### config.mk
export PLATFORM = sky130hd
export DESIGN_NAME = markup_tag_tokenizer_flat
export DESIGN_NICKNAME = d
export VERILOG_FILES = /design/src/mtt_pkg.sv /design/src/mtt_stream_if.sv /design/src/markup_tag_tokenizer.sv /design/src/mtt_lexer.sv /design/src/flat_wrapper.sv
export SDC_FILE = /design/constraint.sdc
export NUM_CORES = 1
export LEC_CHECK = 0
export BUFFER_PORTS_ARGS = -buffer_cell sky130_fd_sc_hd__buf_4
export CORE_MARGIN = 5
export CORE_UTILIZATION = 50
export CTS_CLUSTER_SIZE = 16
export DETAILED_ROUTE_END_ITERATION = 12
export PLACE_DENSITY = 0.83
export SLEW_MARGIN = 20
export SYNTH_ARGS = -nofsm -noshare
export SYNTH_HDL_FRONTEND = slang
export SYNTH_SLANG_ARGS = --single-unit
### constraint.sdc
create_clock -name i_clk -period 3.8 [get_ports i_clk]
set_input_delay 0.38 -clock i_clk [delete_from_list [all_inputs] [get_ports i_clk]]
set_output_delay 0.38 -clock i_clk [all_outputs]
set_load 0.03 [all_outputs]
### src/mtt_pkg.sv
// ----------------------------------------------------------------------------
// mtt_pkg
// Shared types and character codes for the markup tag tokenizer.
// ----------------------------------------------------------------------------
package mtt_pkg;

    localparam int CHAR_W = 8;
    localparam int KIND_W = 3;

    // delimiter bytes
    localparam logic [CHAR_W-1:0] CH_LT    = 8'h3C;  // '<'
    localparam logic [CHAR_W-1:0] CH_GT    = 8'h3E;  // '>'
    localparam logic [CHAR_W-1:0] CH_SLASH = 8'h2F;  // '/'
    localparam logic [CHAR_W-1:0] CH_EQ    = 8'h3D;  // '='
    localparam logic [CHAR_W-1:0] CH_QUOTE = 8'h22;  // '"'
    localparam logic [CHAR_W-1:0] CH_NL    = 8'h0A;  // newline
    localparam logic [CHAR_W-1:0] CH_SPACE = 8'h20;  // ' '

    typedef enum logic [KIND_W-1:0] {
        KIND_TEXT  = 3'd0,
        KIND_OPEN  = 3'd1,
        KIND_CLOSE = 3'd2,
        KIND_ANAME = 3'd3,
        KIND_AVAL  = 3'd4
    } t_kind;

    // one result beat
    typedef struct packed {
        logic              has_char;
        t_kind             kind;
        logic [CHAR_W-1:0] out_char;
        logic              token_start;
        logic              end_of_text;
    } t_result;

endpackage

### src/mtt_stream_if.sv
// ----------------------------------------------------------------------------
// mtt stream interfaces
// Valid/ready channels for input bytes and labeled result beats.
// ----------------------------------------------------------------------------
interface mtt_in_if;
    import mtt_pkg::*;

    logic              valid;
    logic              ready;
    logic [CHAR_W-1:0] chr;
    logic              last;

    modport source (output valid, chr, last, input ready);
    modport sink   (input valid, chr, last, output ready);
endinterface

interface mtt_out_if;
    import mtt_pkg::*;

    logic              valid;
    logic              ready;
    logic              has_char;
    logic [KIND_W-1:0] kind;
    logic [CHAR_W-1:0] out_char;
    logic              token_start;
    logic              end_of_text;

    modport source (output valid, has_char, kind, out_char, token_start, end_of_text,
                    input ready);
    modport sink   (input valid, has_char, kind, out_char, token_start, end_of_text,
                    output ready);
endinterface

### src/markup_tag_tokenizer.sv
// Each accepted input beat passes the input register, then the result register.
// Throughput: one beat per cycle unless o_out stalls (context feedback in mtt_lexer).
// Input and output registers decouple the channels; i_in.ready stays high while
// the output register drains or is free.
// Reset (i_rst_n low, synchronous): stages emptied, lexing context back to text.
// ----------------------------------------------------------------------------
// markup_tag_tokenizer
// Byte-serial markup lexer: labels each content byte with its token kind
// (text, open tag, close tag, attribute name, attribute value) and flags the
// first byte of every token. One result beat per input beat.
// ----------------------------------------------------------------------------
module markup_tag_tokenizer (
    input  logic      i_clk,
    input  logic      i_rst_n,
    mtt_in_if.sink    i_in,
    mtt_out_if.source o_out
);
    import mtt_pkg::*;

    // input register stage
    logic              r_a_valid;
    logic [CHAR_W-1:0] r_a_chr;
    logic              r_a_last;

    // result register stage
    logic              r_b_valid;
    t_result           r_b_res;

    t_result           lex_res;
    logic              a_advance;   // stage A beat moves into the result register
    logic              in_take;

    // A beat leaves stage A when the result register is empty or being drained.
    assign a_advance = r_a_valid && (!r_b_valid || o_out.ready);
    assign i_in.ready = !r_a_valid || a_advance;
    assign in_take   = i_in.valid && i_in.ready;

    always_ff @(posedge i_clk) begin
        if (!i_rst_n) begin
            r_a_valid <= 1'b0;
        end else if (i_in.ready) begin
            r_a_valid <= i_in.valid;
        end
    end

    always_ff @(posedge i_clk) begin
        if (in_take) begin
            r_a_chr  <= i_in.chr;
            r_a_last <= i_in.last;
        end
    end

    // context machine; state only advances when the beat is committed
    mtt_lexer u_lexer (
        .i_clk   (i_clk),
        .i_rst_n (i_rst_n),
        .i_step  (a_advance),
        .i_chr   (r_a_chr),
        .i_last  (r_a_last),
        .o_res   (lex_res)
    );

    always_ff @(posedge i_clk) begin
        if (!i_rst_n) begin
            r_b_valid <= 1'b0;
        end else if (a_advance) begin
            r_b_valid <= 1'b1;
        end else if (o_out.ready) begin
            r_b_valid <= 1'b0;
        end
    end

    always_ff @(posedge i_clk) begin
        if (a_advance) begin
            r_b_res <= lex_res;
        end
    end

    assign o_out.valid       = r_b_valid;
    assign o_out.has_char    = r_b_res.has_char;
    assign o_out.kind        = r_b_res.kind;
    assign o_out.out_char    = r_b_res.out_char;
    assign o_out.token_start = r_b_res.token_start;
    assign o_out.end_of_text = r_b_res.end_of_text;

endmodule

### src/mtt_lexer.sv
// ----------------------------------------------------------------------------
// mtt_lexer
// Lexing context machine: classifies one byte and advances context on i_step.
// ----------------------------------------------------------------------------
module mtt_lexer (
    input  logic                     i_clk,
    input  logic                     i_rst_n,
    input  logic                     i_step,
    input  logic [mtt_pkg::CHAR_W-1:0] i_chr,
    input  logic                     i_last,
    output mtt_pkg::t_result         o_res
);
    import mtt_pkg::*;

    typedef enum logic [2:0] {
        CX_TEXT   = 3'd0,
        CX_LT     = 3'd1,
        CX_NAME   = 3'd2,
        CX_ANAME  = 3'd3,
        CX_AVAL   = 3'd4,
        CX_QUOTED = 3'd5,
        CX_SKIP   = 3'd6
    } t_ctx;

    t_ctx  r_ctx, n_ctx;
    logic  r_in_token, n_in_token;
    logic  r_close, n_close;
    logic  tok_mid;   // in_token after the context rules, before this byte is counted
    logic  emit;
    t_kind kind;
    logic  is_sp_q;

    assign is_sp_q = (i_chr == CH_SPACE) || (i_chr == CH_QUOTE);

    always_comb begin
        n_ctx   = r_ctx;
        n_close = r_close;
        tok_mid = r_in_token;
        emit    = 1'b0;
        kind    = KIND_TEXT;
        case (r_ctx)
            CX_LT: begin
                tok_mid = 1'b0;
                if (i_chr == CH_SLASH) begin
                    n_close = 1'b1;
                    n_ctx   = CX_NAME;
                end else if (i_chr == CH_GT) begin
                    n_ctx = CX_TEXT;
                end else if (is_sp_q) begin
                    n_close = 1'b0;
                    n_ctx   = CX_ANAME;
                end else begin
                    n_close = 1'b0;
                    n_ctx   = CX_NAME;
                    emit    = 1'b1;
                    kind    = KIND_OPEN;
                end
            end
            CX_NAME: begin
                if (i_chr == CH_GT) begin
                    n_ctx   = CX_TEXT;
                    tok_mid = 1'b0;
                end else if (is_sp_q) begin
                    n_ctx   = r_close ? CX_SKIP : CX_ANAME;
                    tok_mid = 1'b0;
                end else begin
                    emit = 1'b1;
                    kind = r_close ? KIND_CLOSE : KIND_OPEN;
                end
            end
            CX_ANAME: begin
                if (i_chr == CH_GT) begin
                    n_ctx   = CX_TEXT;
                    tok_mid = 1'b0;
                end else if (i_chr == CH_EQ) begin
                    n_ctx   = CX_AVAL;
                    tok_mid = 1'b0;
                end else if (is_sp_q) begin
                    tok_mid = 1'b0;
                end else begin
                    emit = 1'b1;
                    kind = KIND_ANAME;
                end
            end
            CX_AVAL: begin
                if (i_chr == CH_QUOTE) begin
                    // quote before any value byte opens a quoted value
                    n_ctx   = r_in_token ? CX_ANAME : CX_QUOTED;
                    tok_mid = 1'b0;
                end else if (i_chr == CH_SPACE) begin
                    n_ctx   = CX_ANAME;
                    tok_mid = 1'b0;
                end else if (i_chr == CH_GT) begin
                    n_ctx   = CX_TEXT;
                    tok_mid = 1'b0;
                end else begin
                    emit = 1'b1;
                    kind = KIND_AVAL;
                end
            end
            CX_QUOTED: begin
                if (i_chr == CH_QUOTE) begin
                    n_ctx   = CX_ANAME;
                    tok_mid = 1'b0;
                end else if (i_chr == CH_SPACE) begin
                    tok_mid = 1'b0;
                end else begin
                    emit = 1'b1;
                    kind = KIND_AVAL;
                end
            end
            CX_SKIP: begin
                if (i_chr == CH_GT) begin
                    n_ctx = CX_TEXT;
                end
                tok_mid = 1'b0;
            end
            default: begin
                // text, and the unused code
                n_ctx = CX_TEXT;
                if (i_chr == CH_LT) begin
                    n_ctx   = CX_LT;
                    tok_mid = 1'b0;
                end else if (i_chr != CH_NL) begin
                    emit = 1'b1;
                    kind = KIND_TEXT;
                end
            end
        endcase

        n_in_token = emit | tok_mid;
        if (i_last) begin
            n_ctx      = CX_TEXT;
            n_in_token = 1'b0;
            n_close    = 1'b0;
        end

        o_res.has_char    = emit;
        o_res.kind        = emit ? kind : KIND_TEXT;
        o_res.out_char    = emit ? i_chr : '0;
        o_res.token_start = emit & ~tok_mid;
        o_res.end_of_text = i_last;
    end

    always_ff @(posedge i_clk) begin
        if (!i_rst_n) begin
            r_ctx      <= CX_TEXT;
            r_in_token <= 1'b0;
            r_close    <= 1'b0;
        end else if (i_step) begin
            r_ctx      <= n_ctx;
            r_in_token <= n_in_token;
            r_close    <= n_close;
        end
    end

`ifndef SYNTHESIS
    a_start_has_char: assert property (@(posedge i_clk) disable iff (!i_rst_n)
        o_res.token_start |-> o_res.has_char)
        else $error("token start without content byte");

    a_last_resets: assert property (@(posedge i_clk) disable iff (!i_rst_n)
        (i_step && i_last) |=> (r_ctx == CX_TEXT && !r_in_token && !r_close))
        else $error("context not cleared after last byte");

    a_close_kind: assert property (@(posedge i_clk) disable iff (!i_rst_n)
        (o_res.has_char && o_res.kind == KIND_CLOSE) |-> (r_close && r_ctx == CX_NAME))
        else $error("close tag byte outside close tag name");

    a_emit_opens_token: assert property (@(posedge i_clk) disable iff (!i_rst_n)
        (i_step && o_res.has_char && !i_last) |=> r_in_token)
        else $error("token not open after content byte");
`endif

endmodule

### src/flat_wrapper.sv
// flat-port wrapper written by rule: the top's interface ports become plain ports
module markup_tag_tokenizer_flat import mtt_pkg::*;
  (i_clk, i_rst_n, i_in_valid, i_in_chr, i_in_last, i_in_ready, o_out_valid, o_out_has_char, o_out_kind, o_out_out_char, o_out_token_start, o_out_end_of_text, o_out_ready);
  mtt_in_if i_in_i ();
  mtt_out_if o_out_i ();
  input  logic i_clk;
  input  logic i_rst_n;
  input wire logic [$bits(i_in_i.valid)-1:0] i_in_valid;
  input wire logic [$bits(i_in_i.chr)-1:0] i_in_chr;
  input wire logic [$bits(i_in_i.last)-1:0] i_in_last;
  output wire logic [$bits(i_in_i.ready)-1:0] i_in_ready;
  output wire logic [$bits(o_out_i.valid)-1:0] o_out_valid;
  output wire logic [$bits(o_out_i.has_char)-1:0] o_out_has_char;
  output wire logic [$bits(o_out_i.kind)-1:0] o_out_kind;
  output wire logic [$bits(o_out_i.out_char)-1:0] o_out_out_char;
  output wire logic [$bits(o_out_i.token_start)-1:0] o_out_token_start;
  output wire logic [$bits(o_out_i.end_of_text)-1:0] o_out_end_of_text;
  input wire logic [$bits(o_out_i.ready)-1:0] o_out_ready;
  assign i_in_i.valid = i_in_valid;
  assign i_in_i.chr = i_in_chr;
  assign i_in_i.last = i_in_last;
  assign i_in_ready = i_in_i.ready;
  assign o_out_valid = o_out_i.valid;
  assign o_out_has_char = o_out_i.has_char;
  assign o_out_kind = o_out_i.kind;
  assign o_out_out_char = o_out_i.out_char;
  assign o_out_token_start = o_out_i.token_start;
  assign o_out_end_of_text = o_out_i.end_of_text;
  assign o_out_i.ready = o_out_ready;
  markup_tag_tokenizer u_core (.i_clk(i_clk), .i_rst_n(i_rst_n), .i_in(i_in_i), .o_out(o_out_i));
endmodule
Word-level counts from Yosys, hierarchy flattened
Cells that the tools add are included.
- flip-flop bits (word level): 30
- bits of input ports: 13
- output and inout port bits: 16
- word-level logic and storage cells: 106
- equality and inequality tests: 17
- multiplexer cells: 62
- bitwise operators: 3
- reduce and logical (&&, ||, !) cells: 12
- operators with widths (cell ; number):
    8-bit by 6-bit equality test with 1-bit output (second input constant) ; 6
    3-bit two-way mux ; 16
    1-bit two-way mux ; 34
    3-bit one-hot mux with 6 select lines ; 1
    2-bit two-way mux ; 8
    3-bit one-hot mux with 5 select lines ; 1
    3-bit equality test (second input constant) ; 3
    4-bit by 3-bit inequality test with 1-bit output (second input constant) ; 2
    8-bit by 4-bit inequality test with 1-bit output (second input constant) ; 1
    3-bit by 2-bit equality test with 1-bit output (second input constant) ; 2
    3-bit by 2-bit inequality test with 1-bit output (second input constant) ; 2
    1-bit one-hot mux with 6 select lines ; 1
    1-bit one-hot mux with 5 select lines ; 1
    4-bit AND reduction ; 1
    2-bit nonzero test ; 2
    3-bit by 1-bit equality test with 1-bit output (second input constant) ; 1
    1-bit logical OR ; 3
    3-bit AND reduction ; 1
    1-bit logical AND ; 2
    1-bit logical NOT ; 2
    2-bit OR reduction ; 1
    1-bit AND ; 1
    1-bit NOT ; 1
    1-bit bitwise OR ; 1

Logic depth before layout (Yosys ltp)
Gate-level depths: netlist (run 1).
- depth after elaboration: 8
- mapped depth: 7
- depth with buffers taken out: 6

Modules after synthesis
Synthesis (run 1) repeated with hierarchy kept, for this count alone.
- cell total of the unflattened synthesis: 149
- area total of the unflattened synthesis: 1580.3 um2
- by module, submodules not included (module ; instances ; cells an instance ; area each (um2) ; sequential area each (um2)):
    markup_tag_tokenizer ; 1 ; 32 ; 794.5 ; 730.7
    mtt_lexer ; 1 ; 117 ; 785.8 ; 100.1

Worst setup path after synthesis (run 1)
No wires, ideal clock.
- path type: flip-flop to flip-flop
- from: register u_core.r_a_chr[7]
- to: register u_core.r_b_res, in the netlist u_core.o_out.out_char[0] (data pin)
- library setup time: 0.261 ns
- arrival: 1.768 ns
- required time: 3.539 ns
- path slack: 1.771 ns
- stages on the path, launching flop included: 8
- path buffers: 1
- clock period less this slack: 2.029 ns
- path through: edfxtp_1 or3b_4 buf_6 o31ai_4 a211o_1 a31oi_2 nor2_4 nor2b_1
- cells in the longest elaborated chain, start to end: 6
- elaborated cells on any way between the ends: 21
- those cells by class: eq/ne (7); mux (13); reduce/logical (1)
- RTL lines (element ; line ; RTL):
    from (decl) ; markup_tag_tokenizer.sv:22 ; logic [CHAR_W-1:0] r_a_chr;
    from (signal assigned) ; markup_tag_tokenizer.sv:48 ; r_a_chr <= i_in.chr;
    8-bit by 6-bit equality test with 1-bit output, on equally long branches ; - ;
    1-bit logical OR ; mtt_lexer.sv:33 ; assign is_sp_q = (i_chr == CH_SPACE) || (i_chr == CH_QUOTE);
    1-bit two-way mux ; mtt_lexer.sv:49, mtt_lexer.sv:63, mtt_lexer.sv:78 ;
    1-bit two-way mux, on equally long branches ; mtt_lexer.sv:75, mtt_lexer.sv:47 ;
    1-bit two-way mux, on equally long branches ; mtt_lexer.sv:72, mtt_lexer.sv:44 ;
    1-bit one-hot mux with 6 select lines (*) ; mtt_lexer.sv:41 ; case (r_ctx)
    to (signal assigned) ; markup_tag_tokenizer.sv:75 ; r_b_res <= lex_res;
    to (decl) ; markup_tag_tokenizer.sv:27 ; t_result r_b_res;
Every way passes the cells marked *; elsewhere a longest branch is shown, timed or not.
A chain may end at the register's enable or synchronous reset.

Final worst setup path (run 1)
- from: register u_core.r_a_chr[4]
- to: register u_core.r_b_res, in the netlist u_core.o_out.out_char[2] (data pin)
The elaborated chain is that of the path after synthesis.

==> results of run 1 <==
## where the power goes
part	switching, mW	internal (mW)	total (mW)
Combinational	0.0372	0.0268	0.0641
Sequential	0.0120	0.368	0.380
Clock	0.108	0.0887	0.196
## routing by layer
layer | up-vias | GRT usage (%) | wire length (um)
li1 | 600 | - | -
met1 | 554 | 20.02 | 1335
met2 | 43 | 25.78 | 1587
met3 | 6 | 5.612 | 196
met4 | 0 | 5.330 | 48
met5 | - | 0 | 0
## flip-flops by register name, summed over array words and instances, names as in the netlist
| signal | count |
|---|---|
| u_core.o_out.end_of_text | 1 |
| u_core.o_out.has_char | 1 |
| u_core.o_out.kind | 3 |
| u_core.o_out.out_char | 8 |
| u_core.o_out.token_start | 1 |
| u_core.o_out.valid | 1 |
| u_core.r_a_chr | 8 |
| u_core.r_a_last | 1 |
| u_core.r_a_valid | 1 |
| u_core.u_lexer.r_close | 1 |
| u_core.u_lexer.r_ctx | 3 |
| u_core.u_lexer.r_in_token | 1 |
## how the worst min path moves through the flow
stage                               from                        end  slack [ns]  cells past startpoint
6_report                     i_in_chr[0]          u_core.r_a_chr[0]        0.22                      1
5_1_grt                      i_in_chr[0]          u_core.r_a_chr[0]        0.18                      1
4_1_cts                        i_in_last            u_core.r_a_last        0.21                      1
3_5_place_dp   u_core.u_lexer.r_in_token  u_core.u_lexer.r_in_token        0.52                      2
3_3_place_gp            u_core.r_a_valid         u_core.o_out.valid        0.50                      1
2_1_floorplan  u_core.u_lexer.r_in_token  u_core.u_lexer.r_in_token        0.47                      2
## cells by family after synthesis
| logic type | share of synthesized area, % |
|---|---|
| and+or+nand+nor | 23.20 |
| AOI/OAI and AO/OA | 18.56 |
| DFF | 53.12 |
| buffers and inverters | 3.919 |
| xor gates and xnor gates | 0.5601 |
| muxes | 0.6400 |
## critical path: stages (launching register included)
cell and delay (ns):
edfxtp_1 0.51, or3_1 0.49, nor3_2 0.30, or4_4 0.22, a31oi_2 0.12, nor2_4 0.25
nor2b_1 0.08
## placed cells by master (no fill, tap or decap), types with 2 or more instances in the layout
| cell type | count |
|---|---|
| o21ai_0 | 3 |
| o21ai_1 | 3 |
| nand2b_1 | 5 |
| nand2_1 | 12 |
| o21a_1 | 2 |
| buf_4 | 28 |
| nor2b_1 | 13 |
| nor2_1 | 7 |
| and2_1 | 3 |
| inv_1 | 6 |
| nor3_2 | 4 |
| a31oi_1 | 2 |
| a211o_1 | 2 |
| dfxtp_1 | 7 |
| nor3_1 | 2 |
| clkbuf_4 | 5 |
| nand3_1 | 3 |
| o311ai_1 | 3 |
| nor4_1 | 4 |
| edfxtp_1 | 23 |
| a21oi_1 | 6 |
## layout make-up
cell class                      count  area [um^2]
Fill cell                         250         1170
Sequential cell                    30        830.8
Multi-Input combinational cell     99        671.9
Timing Repair Buffer               28        210.2
Tap cell                           44        55.05
Clock buffer                        6        51.30
Inverter                            7        26.28
Clock inverter                      2        12.51
==> reports/results.ini, run 1 <==
[global_routing]
grt_pass1_vias = 1105
grt_overflow_total = 0
antenna_found_initial = 0
track_usage_pct = 16.02
grt_pass1_wl_mm = 5.237
grt_max_degree = 19

[cells_and_area]
num_antenna_cells = 0
layout-drive-gt1-share_pct = 27.91
stdcell_count = 216
syn2layout_area_growth_pct = 18.80
fin_area_um2 = 1858
final_nets = 184
final_util_pct = 61.36

[timing]
hold_slack_ns = 0.2195
maxSlewViolCount = 0
period_share_pct = 58.40
fmax_mhz = 450.6
finClkSkew_ns = 0.01146
rsz0062_at_grt = false
timing.final.ws_setup_ns = 1.581
fin_crit_ns = 2.219
worst_pin_slew_ns = 0.6593
relSlewSlack_pct = 55.99
timing.final.hold_violations = 0
fin_setup_tns_ns = 0
setup_violations = 0

[die]
fp-row-count = 20
die_h_um = 65.93
start_util_pct = 51.65
die_w_um = 65.93
die-area_um2 = 4347
io_pins = 29
core_area_um2 = 3028

[synth]
syn-cell-area_um2 = 1564
ys_async_sr_fraction_pct = 0
synth_ff_type = edfxtp_1
synth_most_common_cell = edfxtp_1
avgSynthCellArea_um2 = 10.94
synth_edf_count = 23
synth_top_area_cell = edfxtp_1
seq_area_frac_synth_pct = 53.12
yosys_warnings = 0
syn_inst = 143
synth_nets = 156
synth_seq_cells = 30
synth.top_cell.area_share_pct = 44.16
yosys-top-cells-area = edfxtp_1, dfxtp_1, nor2b_1
synth_common_cells = edfxtp_1, nor2b_1, nand2_1
synth_cell_types = 48

[clocking]
cts_buffers = 5
htree_levels = 2
clock-sinks = 30
clock_latency_ns = 0.33
clk_pin_slew_worst_paths_ns = 0.09
cts_setup_buffers = 0
ctsLongestPathBuffers = 2
clockRootBuffer = clkbuf_4
cts_resized = 0
cts_hold_buf = 0
cts_tree = done

[worst_setup_path]
path_class = register to register
arrival_ns = 2.30
r2r_slack_ns = 1.58
cp-start-kind = register
startpoint = u_core.r_a_chr[4]
r2r_end = u_core.o_out.out_char[2]
rr_startpoint = u_core.r_a_chr[4]
critPathMaxFanout = 10
crit_end = u_core.o_out.out_char[2]
critPathCaptureType = register
cp_data_required_time_ns = 3.88
r2r_cells = 6

[routing]
drc = 0
wire_per_inst_um = 14.67
drt_iter0_drc = 46
wl_mm = 3.168
vias = 1203
postRouteAntennaNets = 0
drtPass1Iterations = 4
vias_per_cell = 5.569

[status]
outcome = finished, final reports clean

[pwr]
power.leakage_nw = 0.6360
p_total_uw = 640.9
power.density_nw_per_um2 = 345.0
ir_drop_mv = 0.2566

[placed_design]
dp.cells = 208
placed_area_um2 = 1794
dp_hpwl_mm = 2.338
io_buffers = 28
dp_slack_ns = 1.595
place.gp.congestion = 0.9504

[min_path]
hp-class = input pin to register

[run]
drv_cap = 0

Power figures use the tool's default switching activity.
==> inputs of run 2 (changes only) <==
--- a/config.mk
+++ b/config.mk
@@ -5,6 +5,7 @@
 export SDC_FILE = /design/constraint.sdc
 export NUM_CORES = 1
 export LEC_CHECK = 0
+export ABC_AREA = 1
 export BUFFER_PORTS_ARGS = -buffer_cell sky130_fd_sc_hd__buf_4
 export CORE_MARGIN = 5
 export CORE_UTILIZATION = 50
==> constraint.sdc (replaced) <==
create_clock -name i_clk -period 2.2 [get_ports i_clk]
set_input_delay 0.22 -clock i_clk [delete_from_list [all_inputs] [get_ports i_clk]]
set_output_delay 0.22 -clock i_clk [all_outputs]
set_load 0.03 [all_outputs]
==> reports/results.ini, run 2 <==
[status]
outcome = finished, final reports clean

[cells_and_area]
layout-drive-gt1-share_pct = 25.69
final_nets = 230
num_antenna_cells = 0
multi_input_area_um2 = 550.5
syn2layout_area_growth_pct = 19.75
n_fill_cell = 271
final_common_cell = nand2_1
stdcell_count = 251
final_cell_mix = nand2_1, buf_4, inv_1, edfxtp_1, nor2_1
regArea_um2 = 830.8

[worst_setup_path]
critPathMaxFanout = 9
arrival_ns = 1.95
cp-start-kind = register
r2r_slack_ns = 0.34
r2r_cells = 12
critPathCaptureType = register
cp_data_required_time_ns = 2.29
path_class = register to register

[die]
io_pins = 29
die_w_um = 65.26
die_h_um = 65.26
core_area_um2 = 2978
start_util_pct = 51.26
die-area_um2 = 4258
fp-row-count = 20

[routing]
drtPass1Iterations = 4
vias_per_cell = 5.040
vias = 1265
wl_mm = 2.816
wire_per_inst_um = 11.22
drc = 0
drt_iter0_drc = 40
postRouteAntennaNets = 0

[placed_design]
io_buffers = 28
dp.cells = 243
place.gp.congestion = 0.9624
dp_hpwl_mm = 2.189

[timing]
fmax_mhz = 538.6
relSlewSlack_pct = 71.94
period_share_pct = 84.39
timing.final.hold_violations = 0
rsz0062_at_grt = false
finClkSkew_ns = 0.005796
setup_violations = 0
maxSlewViolCount = 0
fin_setup_tns_ns = 0
fin_crit_ns = 1.857
hold_slack_ns = 0.06325
worst_pin_slew_ns = 0.4103

[clocking]
cts_setup_buffers = 0
clock_latency_ns = 0.33
ctsLongestPathBuffers = 2
clk_pin_slew_worst_paths_ns = 0.08
cts_resized = 0
cts_hold_buf = 0
cts_buffers = 5
htree_levels = 2
clock-sinks = 30
cts_tree = done
clockRootBuffer = clkbuf_4

[pwr]
power.switching_uw = 283.3
power.density_nw_per_um2 = 600.3
seqPwrFrac_pct = 60.1
p_total_mw = 1.097
swShare_pct = 25.82
pwr-share-clk_pct = 26.9
ir_drop_mv = 0.4080
pwr-share-comb_pct = 13.0
intPower_uw = 814.0
power.leakage_nw = 0.8625

[synth]
synth_edf_count = 23
synth.top_cell.area_share_pct = 45.25
yosys_warnings = 0
synth-simple-area-share_pct = 28.61
synth_top_area_cell = edfxtp_1
ys_async_sr_fraction_pct = 0
synth_nets = 195
synth_compound_area_share_pct = 7.459
synth_seq_cells = 30
synth_most_common_cell = nand2_1
syn-cell-area_um2 = 1526
synth_common_cells = nand2_1, inv_1, edfxtp_1
avgSynthCellArea_um2 = 8.387
syn_inst = 182
synth.area.mux_share_pct = 0
seq_area_frac_synth_pct = 54.43
synthAdderAreaFrac_pct = 0
yosys-top-cells-area = edfxtp_1, nand2_1, dfxtp_1
synth_xor_area_share_pct = 0
synth_cell_types = 22
synth_top_family_by_area = simple AND/OR/NAND/NOR gates
synth_ff_type = edfxtp_1

[global_routing]
track_usage_pct = 15.23
grt_overflow_total = 0
grt_pass1_wl_mm = 4.940
grt_max_degree = 17
grt_pass1_vias = 1168
antenna_found_initial = 0

[min_path]
holdPathStages = 1
hp-class = input pin to register

[run]
drv_cap = 0

run 2: changes by cell type after synthesis, sizes merged, moves of 3 or more:
cell	delta
a21oi	+5
a31oi	-3
and2	-3
clkbuf	-5
inv	+29
nand2	+40
nand2b	-5
nand3	+9
nor2	+14
nor2b	-13
nor4	-4
o311ai	-4
run 2: routing by layer:
metal	vias to the layer above	wire length, um	track usage [%]
li1	660	-	-
met1	554	1228	18.44
met2	47	1338	25.16
met3	4	209	4.615
met4	0	40	6.218
met5	-	0	0
run 2: worst paths after layout:
check,to,start
hold reg to reg,u_core.u_lexer.r_close,u_core.u_lexer.r_close
setup reg to reg,u_core.o_out.out_char[0],u_core.r_a_chr[0]
setup / recovery,u_core.o_out.out_char[0],u_core.r_a_chr[0]
hold / removal,u_core.r_a_chr[2],i_in_chr[2]
run 2: power groups by stage:
stage	Clock (mW)	Combinational, mW	Sequential (mW)
final	0.295	0.142	0.660
after global routing	0.336	0.159	0.664
after CTS	0.302	0.143	0.660
after detailed placement	0	0.143	0.672
after global placement	0	0.140	0.672
after floorplan	0	0.0681	0.695
run 2: cell families after synthesis:
| group | Yosys count |
|---|---|
| AND/OR/NAND/NOR | 95 |
| buffers and inverters | 37 |
| AO/OA/AOI/OAI | 20 |
| flip-flops | 30 |
run 2: final cells by class:
type / instances / area share (%)
flip-flops and latches: 30 / 45.45
multi-input cells: 115 / 30.12
repair buffers: 29 / 11.91
inverters: 36 / 7.529
clock buffers: 6 / 2.259
well taps: 33 / 2.259
clock inverters: 2 / 0.4791
run 2: worst max-delay path, stage by stage (launching register included):
cell and delay, ns:
edfxtp_1 0.47, inv_2 0.09, nand2_1 0.11, nor2_2 0.15
nand2_4 0.10, nand2_2 0.11, nand3_1 0.10, nand2_1 0.10
nand2_2 0.08, nor2_4 0.12, inv_4 0.07, nand2_1 0.07
inv_2 0.03
run 2: per-stage QoR:
step                      util (%)  worst slack [ns]  area, um^2
after floorplan                  -            0.5914        1526
after global placement       59.71            0.4461        1778
after detailed placement     59.71            0.3976        1778
after CTS                    61.39            0.3502        1828
after global routing         61.39            0.1589        1828
final                        61.39            0.3435        1828
==> inputs of run 3 (changes only) <==
--- a/config.mk
+++ b/config.mk
@@ -5,13 +5,13 @@
 export SDC_FILE = /design/constraint.sdc
 export NUM_CORES = 1
 export LEC_CHECK = 0
-export ABC_AREA = 1
+export ABC_AREA = 0
 export BUFFER_PORTS_ARGS = -buffer_cell sky130_fd_sc_hd__buf_4
 export CORE_MARGIN = 5
-export CORE_UTILIZATION = 50
+export CORE_UTILIZATION = 49
 export CTS_CLUSTER_SIZE = 16
 export DETAILED_ROUTE_END_ITERATION = 12
-export PLACE_DENSITY = 0.83
+export PLACE_DENSITY = 0.85
 export SLEW_MARGIN = 20
 export SYNTH_ARGS = -nofsm -noshare
 export SYNTH_HDL_FRONTEND = slang
==> constraint.sdc (replaced) <==
create_clock -name i_clk -period 1.7 [get_ports i_clk]
set_input_delay 0.17 -clock i_clk [delete_from_list [all_inputs] [get_ports i_clk]]
set_output_delay 0.17 -clock i_clk [all_outputs]
set_load 0.03 [all_outputs]
==> reports/results.ini, run 3 (synthesis gave the netlist of run 1 again) <==
[min_path]
holdPathStages = 1
hp-class = input pin to register

[routing]
vias = 1464
drc = 0
vias_per_cell = 5.567
wire_per_inst_um = 16.42
drtPass1Iterations = 5
postRouteAntennaNets = 0
wl_mm = 4.318
drt_iter0_drc = 82

[cells_and_area]
syn2layout_area_growth_pct = 50.80
final_common_cell = buf_4
final_nets = 231
layout-drive-gt1-share_pct = 44.75
num_antenna_cells = 0
final_cell_mix = buf_4, edfxtp_1, nor2b_1, nand2_1, dlygate4sd3_1
multi_input_area_um2 = 807.0
n_fill_cell = 190
regArea_um2 = 830.8

[placed_design]
io_buffers = 28
dp_slack_ns = -0.3686
place.gp.congestion = 0.9260
dp_hpwl_mm = 2.867

[worst_setup_path]
path_class = register to register
r2r_cells = 7
critPathCaptureType = register
crit_chain = or3b_4 > buf_6 > nor3_4 > or3_4 > a31oi_4 > nor2_4 > nor2b_1
cp-start-kind = register
arrival_ns = 2.09
slowest_stage = or3b_4
critPathMaxFanout = 5
cpPeakStageDelay_ns = 0.48
cp_data_required_time_ns = 1.77

[timing]
fmax_mhz = 494.8
period_share_pct = 118.9
worst_pin_slew_ns = 0.5475
timing.final.hold_violations = 0
setup_violations = 17
rsz0062_at_grt = true
timing.final.ws_setup_ns = -0.3209
relSlewSlack_pct = 63.46
maxSlewViolCount = 0
finClkSkew_ns = 0.009964
hold_slack_ns = 0.03296
fin_crit_ns = 2.021

[global_routing]
antenna_found_initial = 0
track_usage_pct = 20.11
grt_pass1_wl_mm = 6.486
grt_overflow_total = 0
grt_max_degree = 16
grt_pass1_vias = 1429

[clocking]
cts_buffers = 5
clock-sinks = 30
clockRootBuffer = clkbuf_4
clock_latency_ns = 0.32
htree_levels = 2
cts_tree = done
clk_pin_slew_worst_paths_ns = 0.09
ctsLongestPathBuffers = 2

[run]
drv_cap = 0

[pwr]
ir_drop_mv = 0.5263
pwr-share-comb_pct = 15.7
seqPwrFrac_pct = 58.1
power.switching_uw = 361.0
power.density_nw_per_um2 = 614.3
intPower_mw = 1.088
power.leakage_nw = 0.8816
pwr-share-clk_pct = 26.2
swShare_pct = 24.92

[die]
start_util_pct = 51.23
io_pins = 29
die_w_um = 66.50
die-area_um2 = 4422
fp-row-count = 20
core_area_um2 = 3053
die_h_um = 66.50

[status]
violations = setup timing
outcome = finished, violations left

run 3: path summary, 6_finish.rpt:
path                             startpoint                        end  slack, ns
hold / removal                    i_in_last            u_core.r_a_last       0.03
hold reg to reg   u_core.u_lexer.r_in_token  u_core.u_lexer.r_in_token       0.54
setup / recovery          u_core.r_a_chr[7]   u_core.o_out.out_char[1]      -0.32
setup reg to reg          u_core.r_a_chr[7]   u_core.o_out.out_char[1]      -0.32
run 3: power groups by stage:
stage          clock network (mW)  registers, mW  logic, mW
2_1_floorplan                   0          0.886     0.0691
3_3_place_gp                    0          0.854      0.180
3_5_place_dp                    0          0.855      0.185
4_1_cts                     0.391          0.840      0.202
5_1_grt                     0.440          0.844      0.240
6_report                    0.380          0.842      0.227
run 3: worst max-delay path: cells and delay by family, from the launching register on:
kind | cells | cell delay [ns]
flip-flops | 1 | 0.44
buffers and inverters | 1 | 0.15
AO/OA/AOI/OAI | 1 | 0.13
AND/OR/NAND/NOR | 5 | 1.06
run 3: what timing repair did:
action                     in CTS  in global routing
gates resized for setup        17                 10
hold buffers                    0                  8
pin swaps                      15                 10
setup buffers                  10                  1
setup endpoints to repair      17                 18
cloned                          2                  0
hold endpoints to repair        0                  8
run 3: routing by layer:
| layer | part of all wire, % | wire length, um | vias up | global-route usage [%] |
|---|---|---|---|---|
| li1 | - | - | 691 | - |
| met1 | 40 | 1706 | 704 | 21.98 |
| met2 | 54 | 2335 | 59 | 37.05 |
| met3 | 4.8 | 207 | 10 | 5.734 |
| met4 | 1.6 | 69 | 0 | 6.345 |
| met5 | 0 | 0 | - | 0 |
run 3: through the flow:
stage	cell area (um^2)	total power [mW]	TNS (ns)	util, %	std cells
final	2359	1.449	-4.838	77.25	263
after global routing	2359	1.524	-5.533	77.25	263
after CTS	2245	1.433	-4.417	73.52	255
after detailed placement	2028	1.041	-4.929	66.43	236
after global placement	2028	1.033	-3.865	66.43	236
after floorplan	1588	0.9547	-2.906	-	143
run 3: final cells by class:
type	instances	area share, %
Clock inverter	1	0.1592
Timing Repair Buffer	73	25.04
Inverter	7	1.114
Multi-Input combinational cell	101	34.22
Sequential cell	30	35.23
Tap cell	44	2.334
Clock buffer	7	1.910
